File: config.mk
export PLATFORM = sky130hd
export DESIGN_NAME = balance_feedback_with_arming_flat
export DESIGN_NICKNAME = d
export VERILOG_FILES = /design/src/rtl/core/bfa_pkg.sv /design/src/rtl/core/bfa_stream_if.sv /design/src/rtl/core/bfa_lane.sv /design/src/rtl/core/bfa_merge.sv /design/src/rtl/core/balance_feedback_with_arming.sv /design/src/flat_wrapper.sv
export SDC_FILE = /design/constraint.sdc
export NUM_CORES = 1
export LEC_CHECK = 0
export BUFFER_PORTS_ARGS = -buffer_cell sky130_fd_sc_hd__buf_2
export CORE_UTILIZATION = 51
export CTS_BUF_LIST = sky130_fd_sc_hd__clkbuf_8
export CTS_CLUSTER_DIAMETER = 60
export DETAILED_ROUTE_END_ITERATION = 7
export GPL_TIMING_DRIVEN = 0
export HOLD_SLACK_MARGIN = 0.12
export PLACE_DENSITY = 0.73
export SLEW_MARGIN = 0
export SYNTH_ARGS = -nofsm -noshare
export SYNTH_HDL_FRONTEND = slang
export SYNTH_HIERARCHICAL = 1
export SYNTH_SLANG_ARGS = --single-unit
File: constraint.sdc
create_clock -name clk -period 1.46 [get_ports clk]
set_input_delay 0.219 -clock clk [delete_from_list [all_inputs] [get_ports clk]]
set_output_delay 0.219 -clock clk [all_outputs]
set_load 0.01 [all_outputs]
File: src/rtl/core/bfa_pkg.sv
// Shared types, constants and register codes for the balance feedback block.
// No dependencies; compile first.
package bfa_pkg;

	localparam int BFA_MAX_DUTY    = 1024;
	localparam int BFA_ACCUM_BITS  = 24;
	localparam int CFG_IDX_BITS    = 3;
	localparam int CFG_DATA_BITS   = 16;
	localparam int DUTY_FIELD_BITS = 11;
	localparam int WHEELS          = 3;

	// configuration register indexes
	typedef enum logic [CFG_IDX_BITS-1:0] {
		REG_GAIN_ANGLE  = 3'd0,
		REG_GAIN_RATE   = 3'd1,
		REG_GAIN_SUM    = 3'd2,
		REG_START_ANGLE = 3'd3,
		REG_LIMIT_ANGLE = 3'd4,
		REG_LIMIT_DRIVE = 3'd5,
		REG_MIX_X       = 3'd6,
		REG_MIX_Y       = 3'd7
	} cfg_reg_t;

	// event codes reported with each result
	localparam logic [1:0] EV_NONE   = 2'd0;
	localparam logic [1:0] EV_ARM    = 2'd1;
	localparam logic [1:0] EV_DISARM = 2'd2;
	localparam logic [1:0] EV_BOTH   = 2'd3;

	// wheel order in the wheel command array
	localparam int WHEEL_C = 0;
	localparam int WHEEL_L = 1;
	localparam int WHEEL_R = 2;

	typedef struct packed {
		logic               kind;
		logic signed [15:0] tilt_x;
		logic signed [15:0] tilt_y;
		logic signed [15:0] rate_x;
		logic signed [15:0] rate_y;
	} in_item_t;

	typedef struct packed {
		logic [DUTY_FIELD_BITS-1:0] duty_c;
		logic                       forward_c;
		logic [DUTY_FIELD_BITS-1:0] duty_l;
		logic                       forward_l;
		logic [DUTY_FIELD_BITS-1:0] duty_r;
		logic                       forward_r;
		logic                       brake_free;
		logic                       armed;
		logic [1:0]                 event_res;
	} out_item_t;

	typedef struct packed {
		logic [DUTY_FIELD_BITS-1:0] duty;
		logic                       forward;
	} wheel_cmd_t;

	// step strobes for one axis lane
	typedef struct packed {
		logic mul;
		logic sum;
		logic sat;
		logic acc;
		logic commit;
		logic clear;
	} lane_ctl_t;

	// step strobes for the wheel merge stage
	typedef struct packed {
		logic mix;
		logic clamp;
		logic scale;
		logic duty;
		logic single;
	} merge_ctl_t;

endpackage

File: src/rtl/core/bfa_stream_if.sv
// Valid/ready stream channel carrying one request or result payload.
// Payload type is supplied per instance, usually a struct from bfa_pkg.
interface bfa_stream_if #(
	parameter type payload_t = logic
) ();
	logic     valid;
	logic     ready;
	payload_t data;

	modport source (output valid, output data, input ready);
	modport sink   (input valid, input data, output ready);
endinterface

File: src/rtl/core/bfa_lane.sv
// One axis lane: feedback sum, saturation, accumulator and mix product.
// Depends on bfa_pkg (lane_ctl_t).
module bfa_lane #(
	parameter int ACCUM_BITS = bfa_pkg::BFA_ACCUM_BITS
) (
	input  logic                         clk,
	input  logic                         arst_n,
	input  bfa_pkg::lane_ctl_t           ctl,
	input  logic signed [15:0]           tilt,
	input  logic signed [15:0]           rate,
	input  logic signed [15:0]           gain_angle,
	input  logic signed [15:0]           gain_rate,
	input  logic signed [15:0]           gain_sum,
	input  logic signed [15:0]           mix,
	output logic signed [ACCUM_BITS-1:0] axis_out,
	output logic signed [ACCUM_BITS+15:0] mix_prod
);
	localparam int SW = ((ACCUM_BITS + 8 > 28) ? ACCUM_BITS + 8 : 28) + 1;

	logic signed [31:0]            pa_s1, pr_s1;
	logic signed [ACCUM_BITS+15:0] ps_s1;
	logic signed [27:0]            ang_s2;
	logic signed [ACCUM_BITS+7:0]  sp_s2;
	logic signed [ACCUM_BITS-1:0]  out_s3;
	logic signed [ACCUM_BITS+15:0] mixp_s4;
	logic signed [ACCUM_BITS-1:0]  acc_q;

	logic signed [32:0]           angsum;
	logic signed [SW-1:0]         tot;
	logic signed [ACCUM_BITS:0]   accsum;
	logic [SW-ACCUM_BITS:0]       tot_hi;
	logic [1:0]                   acc_hi;
	logic signed [ACCUM_BITS-1:0] tot_sat, acc_sat;

	assign angsum = 33'(pa_s1) + 33'(pr_s1);
	assign tot    = SW'(ang_s2) + SW'(sp_s2);
	assign accsum = (ACCUM_BITS+1)'(acc_q) + (ACCUM_BITS+1)'(out_s3);
	assign tot_hi = tot[SW-1:ACCUM_BITS-1];
	assign acc_hi = accsum[ACCUM_BITS:ACCUM_BITS-1];

	// clip to the signed accumulator range
	always_comb begin
		if ((&tot_hi) || !(|tot_hi)) begin
			tot_sat = tot[ACCUM_BITS-1:0];
		end else begin
			tot_sat = {tot[SW-1], {(ACCUM_BITS-1){~tot[SW-1]}}};
		end
		if (acc_hi[1] == acc_hi[0]) begin
			acc_sat = accsum[ACCUM_BITS-1:0];
		end else begin
			acc_sat = {accsum[ACCUM_BITS], {(ACCUM_BITS-1){~accsum[ACCUM_BITS]}}};
		end
	end

	always_ff @(posedge clk) begin
		if (ctl.mul) begin
			pa_s1 <= gain_angle * tilt;
			pr_s1 <= gain_rate * rate;
			ps_s1 <= gain_sum * acc_q;
		end
		if (ctl.sum) begin
			ang_s2 <= angsum[32:5];
			sp_s2  <= ps_s1[ACCUM_BITS+15:8];
		end
		if (ctl.sat) begin
			out_s3 <= tot_sat;
		end
		if (ctl.acc) begin
			mixp_s4 <= mix * out_s3;
		end
	end

	always_ff @(posedge clk or negedge arst_n) begin
		if (!arst_n) begin
			acc_q <= '0;
		end else if (ctl.clear) begin
			acc_q <= '0;
		end else if (ctl.acc && ctl.commit) begin
			acc_q <= acc_sat;
		end
	end

	assign axis_out = out_s3;
	assign mix_prod = mixp_s4;
endmodule

File: src/rtl/core/bfa_merge.sv
// Merge stage: mixes the two lane outputs into three wheel drives, clamps,
// scales to inverted PWM duty and holds the wheel commands. Uses bfa_pkg.
module bfa_merge #(
	parameter int MAX_DUTY   = bfa_pkg::BFA_MAX_DUTY,
	parameter int ACCUM_BITS = bfa_pkg::BFA_ACCUM_BITS
) (
	input  logic                          clk,
	input  logic                          arst_n,
	input  bfa_pkg::merge_ctl_t           ctl,
	input  logic [14:0]                   limit_drive,
	input  logic signed [ACCUM_BITS-1:0]  out_x,
	input  logic signed [ACCUM_BITS+15:0] mix_prod_x,
	input  logic signed [ACCUM_BITS+15:0] mix_prod_y,
	output bfa_pkg::wheel_cmd_t [bfa_pkg::WHEELS-1:0] wheels
);
	localparam int DW        = ACCUM_BITS + 4;
	localparam int DUTY_BITS = $clog2(MAX_DUTY + 1);
	localparam int PW        = 15 + DUTY_BITS;
	localparam int DUTY_WIDE = (DUTY_BITS > bfa_pkg::DUTY_FIELD_BITS) ?
		DUTY_BITS : bfa_pkg::DUTY_FIELD_BITS;
	localparam int NW        = bfa_pkg::WHEELS;

	logic signed [ACCUM_BITS+1:0] mx, my;
	logic signed [DW-1:0]         ex, ey, eo, lim;

	logic signed [DW-1:0] drv_s5  [NW];
	logic [14:0]          mag_s6  [NW];
	logic                 pos_s6  [NW];
	logic [PW-1:0]        prod_s7 [NW];

	logic [DUTY_BITS-1:0] held_duty_q [NW];
	logic                 held_dir_q  [NW];

	logic signed [DW-1:0] clamped [NW];
	logic signed [DW-1:0] magw    [NW];
	logic [DUTY_BITS:0]   pwm     [NW];
	logic [DUTY_BITS:0]   pwm_c   [NW];
	logic [DUTY_BITS-1:0] duty_n  [NW];
	logic [DUTY_WIDE-1:0] dwide   [NW];

	assign mx  = mix_prod_x[ACCUM_BITS+15:14];
	assign my  = mix_prod_y[ACCUM_BITS+15:14];
	assign ex  = DW'(mx);
	assign ey  = DW'(my);
	assign eo  = DW'(out_x);
	assign lim = DW'(limit_drive);

	always_comb begin
		for (int i = 0; i < NW; i++) begin
			if (drv_s5[i] > lim) begin
				clamped[i] = lim;
			end else if (drv_s5[i] < -lim) begin
				clamped[i] = -lim;
			end else begin
				clamped[i] = drv_s5[i];
			end
			magw[i]  = clamped[i][DW-1] ? -clamped[i] : clamped[i];
			pwm[i]   = prod_s7[i][PW-1:14];
			pwm_c[i] = (pwm[i] > (DUTY_BITS+1)'(MAX_DUTY)) ?
				(DUTY_BITS+1)'(MAX_DUTY) : pwm[i];
			duty_n[i] = DUTY_BITS'(MAX_DUTY) - pwm_c[i][DUTY_BITS-1:0];
		end
	end

	always_ff @(posedge clk) begin
		if (ctl.mix) begin
			// single-axis mode drives wheel C straight from the X output
			drv_s5[bfa_pkg::WHEEL_C] <= ctl.single ? eo : (ex <<< 1);
			drv_s5[bfa_pkg::WHEEL_L] <= -ex - ey;
			drv_s5[bfa_pkg::WHEEL_R] <= ey - ex;
		end
		for (int i = 0; i < NW; i++) begin
			if (ctl.clamp) begin
				mag_s6[i] <= magw[i][14:0];
				pos_s6[i] <= (clamped[i] > 0);
			end
			if (ctl.scale) begin
				prod_s7[i] <= PW'(mag_s6[i]) * PW'(MAX_DUTY);
			end
		end
	end

	always_ff @(posedge clk or negedge arst_n) begin
		if (!arst_n) begin
			for (int i = 0; i < NW; i++) begin
				held_duty_q[i] <= DUTY_BITS'(MAX_DUTY);
				held_dir_q[i]  <= 1'b0;
			end
		end else if (ctl.duty) begin
			for (int i = 0; i < NW; i++) begin
				if (i == bfa_pkg::WHEEL_C || !ctl.single) begin
					held_duty_q[i] <= duty_n[i];
					held_dir_q[i]  <= pos_s6[i];
				end
			end
		end
	end

	always_comb begin
		for (int i = 0; i < NW; i++) begin
			dwide[i]          = DUTY_WIDE'(held_duty_q[i]);
			wheels[i].duty    = dwide[i][bfa_pkg::DUTY_FIELD_BITS-1:0];
			wheels[i].forward = held_dir_q[i];
		end
	end
endmodule

File: src/rtl/core/balance_feedback_with_arming.sv
// Top level of the balance feedback controller with arming and brake control.
// Depends on bfa_pkg, bfa_stream_if, bfa_lane and bfa_merge.
//
// Usage:
//  - sensor (sink): one request per control tick: kind, tilt_x/y, rate_x/y.
//  - command (source): one result per request: three wheel duties and
//    directions, brake_free, armed and the event code.
//  - cfg_wr_en/cfg_index/cfg_data: register writes, taken at any clock edge
//    with cfg_wr_en high; write only while no request is in flight.
// Sequencing:
//  - A request that runs the control law steps through EVAL, the shared
//    steps (multiply, sum, saturate, accumulate, mix, clamp, scale, duty),
//    one per cycle, and FIN before command.valid; an idle or disarming tick
//    goes from EVAL straight to FIN. A new request is taken only after the
//    last one has loaded its result into the output register.
//  - The X and Y lanes work side by side; the merge stage builds the wheels.
// Reset: disarmed, brakes engaged, accumulators zero, duties at MAX_DUTY,
//  directions 0, registers at their reset values.
// Stall: a result waits in the output register while command.ready is low;
//  the next request is accepted meanwhile but is held at its last step.
module balance_feedback_with_arming #(
	parameter int MAX_DUTY   = bfa_pkg::BFA_MAX_DUTY,
	parameter int ACCUM_BITS = bfa_pkg::BFA_ACCUM_BITS
) (
	input  logic                              clk,
	input  logic                              arst_n,
	input  logic                              cfg_wr_en,
	input  logic [bfa_pkg::CFG_IDX_BITS-1:0]  cfg_index,
	input  logic [bfa_pkg::CFG_DATA_BITS-1:0] cfg_data,
	bfa_stream_if.sink                        sensor,
	bfa_stream_if.source                      command
);
	typedef enum logic [3:0] {
		ST_IDLE, ST_EVAL, ST_MUL, ST_SUM, ST_SAT, ST_ACC,
		ST_MIX, ST_CLAMP, ST_SCALE, ST_DUTY, ST_FIN
	} state_t;

	state_t st_q;

	// configuration registers
	logic signed [15:0] gain_angle_q, gain_rate_q, gain_sum_q, mix_x_q, mix_y_q;
	logic [14:0]        arm_angle_q, trip_angle_q, limit_drive_q;

	// control state
	bfa_pkg::in_item_t  item_q;
	logic               active_q, brake_q;
	logic [1:0]         event_q;
	logic               out_valid_q;
	bfa_pkg::out_item_t out_q;
	logic               res_load;

	// tick evaluation on the captured request
	logic signed [16:0] tx17, ty17;
	logic [16:0]        abs_x, abs_y;
	logic               below_start, in_limit, arm, act1, run, disarm;

	bfa_pkg::lane_ctl_t  ctl_x, ctl_y;
	bfa_pkg::merge_ctl_t mctl;

	logic signed [ACCUM_BITS-1:0]  out_x, out_y;
	logic signed [ACCUM_BITS+15:0] mixp_x, mixp_y;
	bfa_pkg::wheel_cmd_t [bfa_pkg::WHEELS-1:0] wheels;

	always_ff @(posedge clk or negedge arst_n) begin
		if (!arst_n) begin
			gain_angle_q  <= '0;
			gain_rate_q   <= '0;
			gain_sum_q    <= '0;
			arm_angle_q   <= '0;
			trip_angle_q  <= '0;
			limit_drive_q <= 15'd16384;
			mix_x_q       <= 16'sd16384;
			mix_y_q       <= 16'sd16384;
		end else if (cfg_wr_en) begin
			unique case (bfa_pkg::cfg_reg_t'(cfg_index))
				bfa_pkg::REG_GAIN_ANGLE:  gain_angle_q  <= cfg_data;
				bfa_pkg::REG_GAIN_RATE:   gain_rate_q   <= cfg_data;
				bfa_pkg::REG_GAIN_SUM:    gain_sum_q    <= cfg_data;
				bfa_pkg::REG_START_ANGLE: arm_angle_q   <= cfg_data[14:0];
				bfa_pkg::REG_LIMIT_ANGLE: trip_angle_q  <= cfg_data[14:0];
				bfa_pkg::REG_LIMIT_DRIVE: limit_drive_q <= cfg_data[14:0];
				bfa_pkg::REG_MIX_X:       mix_x_q       <= cfg_data;
				bfa_pkg::REG_MIX_Y:       mix_y_q       <= cfg_data;
			endcase
		end
	end

	// Arm/disarm decision. Y is not watched in single-axis mode.
	assign tx17  = 17'(item_q.tilt_x);
	assign ty17  = 17'(item_q.tilt_y);
	assign abs_x = tx17[16] ? -tx17 : tx17;
	assign abs_y = ty17[16] ? -ty17 : ty17;

	assign below_start = (abs_x < 17'(arm_angle_q)) &&
		(item_q.kind || (abs_y < 17'(arm_angle_q)));
	assign in_limit    = (abs_x < 17'(trip_angle_q)) &&
		(item_q.kind || (abs_y < 17'(trip_angle_q)));
	assign arm    = !active_q && below_start;
	assign act1   = active_q || arm;
	assign run    = act1 && in_limit;
	assign disarm = act1 && !in_limit;

	// step strobes; Y lane holds its accumulator in single-axis mode, except for the clear on disarm
	always_comb begin
		ctl_x.mul    = (st_q == ST_MUL);
		ctl_x.sum    = (st_q == ST_SUM);
		ctl_x.sat    = (st_q == ST_SAT);
		ctl_x.acc    = (st_q == ST_ACC);
		ctl_x.commit = 1'b1;
		ctl_x.clear  = (st_q == ST_EVAL) && disarm;
		ctl_y        = ctl_x;
		ctl_y.commit = !item_q.kind;
		mctl.mix     = (st_q == ST_MIX);
		mctl.clamp   = (st_q == ST_CLAMP);
		mctl.scale   = (st_q == ST_SCALE);
		mctl.duty    = (st_q == ST_DUTY);
		mctl.single  = item_q.kind;
	end

	// result register takes the new command once it is free or being drained
	assign res_load = (st_q == ST_FIN) && (!out_valid_q || command.ready);

	always_ff @(posedge clk or negedge arst_n) begin
		if (!arst_n) begin
			st_q        <= ST_IDLE;
			item_q      <= '0;
			active_q    <= 1'b0;
			brake_q     <= 1'b0;
			event_q     <= bfa_pkg::EV_NONE;
			out_valid_q <= 1'b0;
			out_q       <= '0;
		end else begin
			if (res_load) begin
				out_valid_q <= 1'b1;
			end else if (command.ready) begin
				out_valid_q <= 1'b0;
			end
			unique case (st_q)
				ST_IDLE: begin
					if (sensor.valid) begin
						item_q <= sensor.data;
						st_q   <= ST_EVAL;
					end
				end
				ST_EVAL: begin
					active_q <= run;
					// arming releases, disarming engages; both in one tick ends engaged
					brake_q  <= (brake_q || arm) && !disarm;
					if (disarm) begin
						event_q <= arm ? bfa_pkg::EV_BOTH : bfa_pkg::EV_DISARM;
					end else begin
						event_q <= arm ? bfa_pkg::EV_ARM : bfa_pkg::EV_NONE;
					end
					st_q <= run ? ST_MUL : ST_FIN;
				end
				ST_MUL:   st_q <= ST_SUM;
				ST_SUM:   st_q <= ST_SAT;
				ST_SAT:   st_q <= ST_ACC;
				ST_ACC:   st_q <= ST_MIX;
				ST_MIX:   st_q <= ST_CLAMP;
				ST_CLAMP: st_q <= ST_SCALE;
				ST_SCALE: st_q <= ST_DUTY;
				ST_DUTY:  st_q <= ST_FIN;
				ST_FIN: begin
					// load the result once the output register is free
					if (res_load) begin
						out_q.duty_c     <= wheels[bfa_pkg::WHEEL_C].duty;
						out_q.forward_c  <= wheels[bfa_pkg::WHEEL_C].forward;
						out_q.duty_l     <= wheels[bfa_pkg::WHEEL_L].duty;
						out_q.forward_l  <= wheels[bfa_pkg::WHEEL_L].forward;
						out_q.duty_r     <= wheels[bfa_pkg::WHEEL_R].duty;
						out_q.forward_r  <= wheels[bfa_pkg::WHEEL_R].forward;
						out_q.brake_free <= brake_q;
						out_q.armed      <= active_q;
						out_q.event_res  <= event_q;
						st_q             <= ST_IDLE;
					end
				end
				default: st_q <= ST_IDLE;
			endcase
		end
	end

	assign sensor.ready  = (st_q == ST_IDLE);
	assign command.valid = out_valid_q;
	assign command.data  = out_q;

	bfa_lane #(.ACCUM_BITS(ACCUM_BITS)) u_lane_x (
		.clk        (clk),
		.arst_n     (arst_n),
		.ctl        (ctl_x),
		.tilt       (item_q.tilt_x),
		.rate       (item_q.rate_x),
		.gain_angle (gain_angle_q),
		.gain_rate  (gain_rate_q),
		.gain_sum   (gain_sum_q),
		.mix        (mix_x_q),
		.axis_out   (out_x),
		.mix_prod   (mixp_x)
	);

	bfa_lane #(.ACCUM_BITS(ACCUM_BITS)) u_lane_y (
		.clk        (clk),
		.arst_n     (arst_n),
		.ctl        (ctl_y),
		.tilt       (item_q.tilt_y),
		.rate       (item_q.rate_y),
		.gain_angle (gain_angle_q),
		.gain_rate  (gain_rate_q),
		.gain_sum   (gain_sum_q),
		.mix        (mix_y_q),
		.axis_out   (out_y),
		.mix_prod   (mixp_y)
	);

	bfa_merge #(.MAX_DUTY(MAX_DUTY), .ACCUM_BITS(ACCUM_BITS)) u_merge (
		.clk         (clk),
		.arst_n      (arst_n),
		.ctl         (mctl),
		.limit_drive (limit_drive_q),
		.out_x       (out_x),
		.mix_prod_x  (mixp_x),
		.mix_prod_y  (mixp_y),
		.wheels      (wheels)
	);

	// Y output only feeds the Y mix product inside its lane
	logic unused_y;
	assign unused_y = ^out_y;
endmodule

File: src/flat_wrapper.sv
// flat-port wrapper written by rule: the top's interface ports become plain ports
module balance_feedback_with_arming_flat 
#(
	parameter int MAX_DUTY   = bfa_pkg::BFA_MAX_DUTY,
	parameter int ACCUM_BITS = bfa_pkg::BFA_ACCUM_BITS
)
  (clk, arst_n, cfg_wr_en, cfg_index, cfg_data, sensor_valid, sensor_data, sensor_ready, command_valid, command_data, command_ready);
  bfa_stream_if sensor_i ();
  bfa_stream_if command_i ();
  input  logic clk;
  input  logic arst_n;
  input  logic cfg_wr_en;
  input  logic [bfa_pkg::CFG_IDX_BITS-1:0] cfg_index;
  input  logic [bfa_pkg::CFG_DATA_BITS-1:0] cfg_data;
  input wire logic [$bits(sensor_i.valid)-1:0] sensor_valid;
  input wire logic [$bits(sensor_i.data)-1:0] sensor_data;
  output wire logic [$bits(sensor_i.ready)-1:0] sensor_ready;
  output wire logic [$bits(command_i.valid)-1:0] command_valid;
  output wire logic [$bits(command_i.data)-1:0] command_data;
  input wire logic [$bits(command_i.ready)-1:0] command_ready;
  assign sensor_i.valid = sensor_valid;
  assign sensor_i.data = sensor_data;
  assign sensor_ready = sensor_i.ready;
  assign command_valid = command_i.valid;
  assign command_data = command_i.data;
  assign command_i.ready = command_ready;
  balance_feedback_with_arming #(.MAX_DUTY(MAX_DUTY), .ACCUM_BITS(ACCUM_BITS)) u_core (.clk(clk), .arst_n(arst_n), .cfg_wr_en(cfg_wr_en), .cfg_index(cfg_index), .cfg_data(cfg_data), .sensor(sensor_i), .command(command_i));
endmodule
## Word-level counts from Yosys, hierarchy flattened

Cells that the tools add are included.

- Memory bits (read-only): 0
- Logic and storage cells: 47
- Memories kept: 0
- Output and inout bits: 3
- Bits in writable memories: 0
- Bits in latches: 0
- Flip-flop bits (word level): 38

- Magnitude comparators: 2
- Equal/unequal tests: 14
- Reductions and logical operators: 15
- Multipliers: 0
- Divide/modulo/power cells: 0
- Add/subtract/negate cells: 0
- Bitwise logic cells: 0
- Shift operators: 0
- Muxes and demuxes: 9

Operator list:

| kind | number |
|---|---|
| one-hot mux 4 bit (11 select lines) | 1 |
| less-than comparator 1 x 15 -> 1 bit, first input constant | 2 |
| == test 4 x 3 -> 1 bit, second input constant | 4 |
| == test 4 bit, second input constant | 3 |
| two-way mux 4 bit | 3 |
| == test 4 x 2 -> 1 bit, second input constant | 2 |
| AND reduction 2 bit | 4 |
| two-way mux 1 bit | 5 |
| == test 4 x 1 -> 1 bit, second input constant | 1 |
| logical AND 1 bit | 4 |
| logical NOT 4 bit | 1 |
| == test 3 x 2 -> 1 bit, second input constant | 1 |
| == test 3 bit, second input constant | 1 |
| logical NOT 1 bit | 3 |
| logical OR 1 bit | 2 |
| inequality test 2 x 1 -> 1 bit, second input constant | 1 |
| inequality test 2 bit, second input constant | 1 |
| nonzero test 2 bit | 1 |

## Longest topological paths before layout

- Word-level depth: 6
- Depth in mapped cells: 5
- Mapped depth without buffers: 4

## Worst setup path before layout

OpenSTA, ideal clock, no wires.

- Path kind: register to register
- From: register u_core.st_q[3]
- To: register u_core.active_q
- Stages on the path, launching flop included: 6
- Slack: -0.047 ns
- Data arrival time: 1.388 ns
- Buffers on the path: 1
- Setup time: 0.119 ns
- Required time: 1.341 ns
- Cells stage by stage: dfrtp_1 > buf_6 > nor4b_4 > nand4_1 > or4_1 > and2_1

- Cells in the longest elaborated chain, start to end: 1

Ends and longest elaborated chain:

| what | line | RTL |
|---|---|---|
| from (decl) | balance_feedback_with_arming.sv:38 | `state_t st_q;` |
| from (signal assigned) | balance_feedback_with_arming.sv:154 | `st_q <= run ? ST_MUL : ST_FIN;` |
| == test 4 x 1 -> 1 bit | - |  |
| to (signal assigned) | balance_feedback_with_arming.sv:146 | `active_q <= run;` |
| to (decl) | balance_feedback_with_arming.sv:46 | `logic active_q, brake_q;` |

Every way passes these cells.
A chain may end at the register's enable or synchronous reset.

## Final worst setup path

- From: register u_core.st_q[2]
- To: register u_core.active_q

Same word-level chain as after synthesis.

==> flow_metrics.tcl <==
set metrics [dict create \
    synth_async_sr_flop_share_pct 100.0 \
    power.internal_mw 2.255 \
    synth_nets 138 \
    yosysTopAreaCellShare_pct 59.89 \
    wl_per_cell_um 16.62 \
    crit_type "flip-flop to flip-flop" \
    grt_pass1_vias 1122 \
    fin_crit_ps 1584 \
    fp.coreArea_um2 2853 \
    hold_viol_final 0 \
    num_antenna_cells 0 \
    seqPwrFrac_pct 48.1 \
    first_pass_iters 4 \
    cts_buffer_depth 2 \
    grt_pass1_wl_um 5264 \
    setup_ws_ps -123.9 \
    ys_top_cells_by_count "38 x dfrtp_1, 31 x mux2_2, 8 x nor4_1, 5 x nand2_1" \
    io-pin-count 28 \
    numPortBuffers 25 \
    die_w_um 57.80 \
    syn_inst 113 \
    synth.avg_cell_area_um2 14.05 \
    synth.area.top_cells "dfrtp_1 60%, mux2_2 22%, nor4_1 3.2%" \
    maxCapViolations 0 \
    status "finished, violations left" \
    total_power_mw 3.209 \
    synth_adder_area_share_pct 0 \
    synth.yosys.seq_area_share_pct 59.89 \
    drt_iter0_drc 18 \
    synth_most_common_cell "dfrtp_1" \
    relSlewSlack_pct 47.35 \
    synthDistinctLibCells 25 \
    start_util_pct 55.66 \
    clock-sinks 38 \
    nNetsFinal 178 \
    vias_per_cell 5.735 \
    cts_buffers 5 \
    power_density_nw_per_um2 1630 \
    dp_hpwl_um 2154 \
    wl_um 3074 \
    setup_violations 3 \
    syn_to_final_growth_pct 23.96 \
    grt_max_degree 39 \
    die_h_um 57.80 \
    crit_fanout 6 \
    pwr-share-comb_pct 29.9 \
    fin_skew_ps 2.155 \
    clkPwrFrac_pct 22.0 \
    arrival_ps 1760 \
    postRouteAntennaNets 0 \
    clock_insertion_delay_worst_skew_ps 280 \
    required_ps 1640 \
    ys_ff_latch 38 \
    violations "setup timing" \
    overflow 0 \
    synth_edf_count 0 \
    leakage_nw 0.9225 \
    synth_compound_area_share_pct 3.152 \
    fillers 216 \
    fp-row-count 19 \
    drc 0 \
    ys.warnings.count 6 \
    max_stage_delay_ps 460 \
    start_kind "flip-flop" \
    tightest_slew_ps 789.7 \
    design.die.area_um2 3340 \
    muxShareOfSynthArea_pct 21.99 \
    synth_top_family_by_area "multiplexers" \
    critical-path-slowest-cell "dfrtp_2" \
    timing.final.crit_share_pct 108.5 \
    switching_share_pct 29.73 \
    maxSlewViolCount 0 \
    cts_max_level 2 \
    synth-simple-area-share_pct 11.74 \
    max_freq_ghz 0.6314 \
    grt_usage_pct 22.18 \
    antenna_found_initial 0 \
    synth_xor_area_share_pct 1.103 \
    clk_pin_slew_ps 70 \
    place_congestion 0.7420 \
    vdd_drop_max_mv 1.004 \
    p_sw_mw 0.9539 \
    hold_path_class "input port to flip-flop" \
    synthFlopType "dfrtp_1" \
    netlist_area_um2 1588 \
    fin_setup_tns_ps -233.4 \
    worst_setup_path_end_kind "flip-flop" \
    cts_tree "yes" \
    root_buffer "clkbuf_8" \
    rsz0062_at_grt "true" \
    vias 1061 \
    drive_above_1_share_pct 57.14 \
    crit_chain "nor4b_4, nand4_1, or4_4, and2_4" \
    yosysTopAreaCell "dfrtp_1" \
]
timing repair:
action | 4_1_cts | 5_1_grt
hold buffers | 1 | 0
resized for setup | 2 | 13
endpoints found under the hold margin | 38 | 0
setup endpoints to repair | 3 | 4
setup buffers | 4 | 4
pin swaps | 1 | 2
sequential cells by signal, summed over array words and instances (netlist names):
name and cells:
u_core/arm_angle_q 15, u_core/st_q 4, u_core/command.valid 1, u_core/command.data 1, u_core/trip_angle_q 15, u_core/active_q 1, u_core/event_q 1
placed cells by master, fill, tap and decap left out:
cell / netlist / final
dfrtp_1: 38 / 35
mux2_2: 31 / 31
buf_2: 3 / 27
buf_4: 0 / 7
clkbuf_8: 0 / 6
nand2_1: 5 / 5
nor4_2: 0 / 4
nor4_1: 8 / 4
inv_1: 2 / 3
nor3_1: 3 / 3
nand4_1: 3 / 3
dfrtp_2: 0 / 3
buf_6: 1 / 2
or4_4: 0 / 2
nor2_1: 2 / 2
xnor2_1: 2 / 2
clkinv_2: 0 / 1
dlygate4sd3_1: 0 / 1
nor3_2: 1 / 1
nand4b_1: 1 / 1
nor4b_4: 1 / 1
nand2b_1: 1 / 1
o21ai_0: 1 / 1
a31oi_1: 1 / 1
o311ai_4: 0 / 1
a21o_2: 1 / 1
and2_4: 0 / 1
a22o_1: 1 / 1
nor2b_1: 1 / 1
a21oi_1: 1 / 1
o21a_1: 1 / 1
layer usage:
layer,global-route usage [%],share of wire (%),vias up,wire length (um)
met5,0,0,-,0
met4,9.184,1.3,0,41
met3,7.366,3.6,4,110
met2,38.04,57,20,1742
met1,25.68,38,541,1180
li1,-,-,496,-
final timing paths:
path	startpoint	endpoint	slack (ps)	cells past startpoint
max	u_core/st_q[2]	u_core/active_q	-120	4
min	cfg_data[14]	u_core/arm_angle_q[14]	180	2
max reg2reg	u_core/st_q[2]	u_core/active_q	-120	4
min reg2reg	u_core/command.data	u_core/command.data	500	1
max in group asynchronous	arst_n	u_core/st_q[3]	360	2
min in group asynchronous	arst_n	u_core/arm_angle_q[11]	550	2
worst max-delay path, delay by kind of cell (launching register included):
kind | cells | cell delay [ps]
DFF | 1 | 460
and+or+nand+nor | 4 | 1020
cells by family after synthesis:
family                    count (synthesis)
DFF                                      38
xor gates and xnor gates                  2
muxes                                    31
AOI/OAI and AO/OA                         7
buffers and inverters                     6
and+or+nand+nor                          29
power by group through the flow:
stage	Clock (mW)	Sequential, mW	Combinational [mW]
after global routing	0.767	1.58	1.05
after CTS	0.729	1.51	0.839
final	0.705	1.54	0.960
after global placement	0	1.50	0.691
after floorplan	0	1.47	0.546
after detailed placement	0	1.52	0.738
metrics by stage:
step / cell area (um2) / utilization, % / worst slack (ps) / cells / hold slack [ps]
after global routing: 1968 / 68.99 / -206.1 / 185 / 172.9
after global placement: 1752 / 61.40 / -159.9 / 169 / 343.7
after floorplan: 1588 / - / -47.40 / 113 / -76.59
after detailed placement: 1752 / 61.40 / -205.7 / 169 / 353.6
final: 1968 / 68.99 / -123.9 / 185 / 177.7
after CTS: 1892 / 66.32 / -138.5 / 182 / 168.1
cell type report:
cell class / count / area, um2 / share of cell area, %
multi-input cells: 69 / 655.6 / 33.31
repair buffers: 34 / 198.9 / 10.11
clock buffers: 6 / 82.58 / 4.196
plain buffers: 3 / 21.27 / 1.081
inverters: 2 / 7.507 / 0.3814
clock inverters: 2 / 8.758 / 0.4450
well taps: 31 / 38.79 / 1.971
flip-flops and latches: 38 / 954.7 / 48.51
Note: power is estimated with default switching activity, not from simulation.
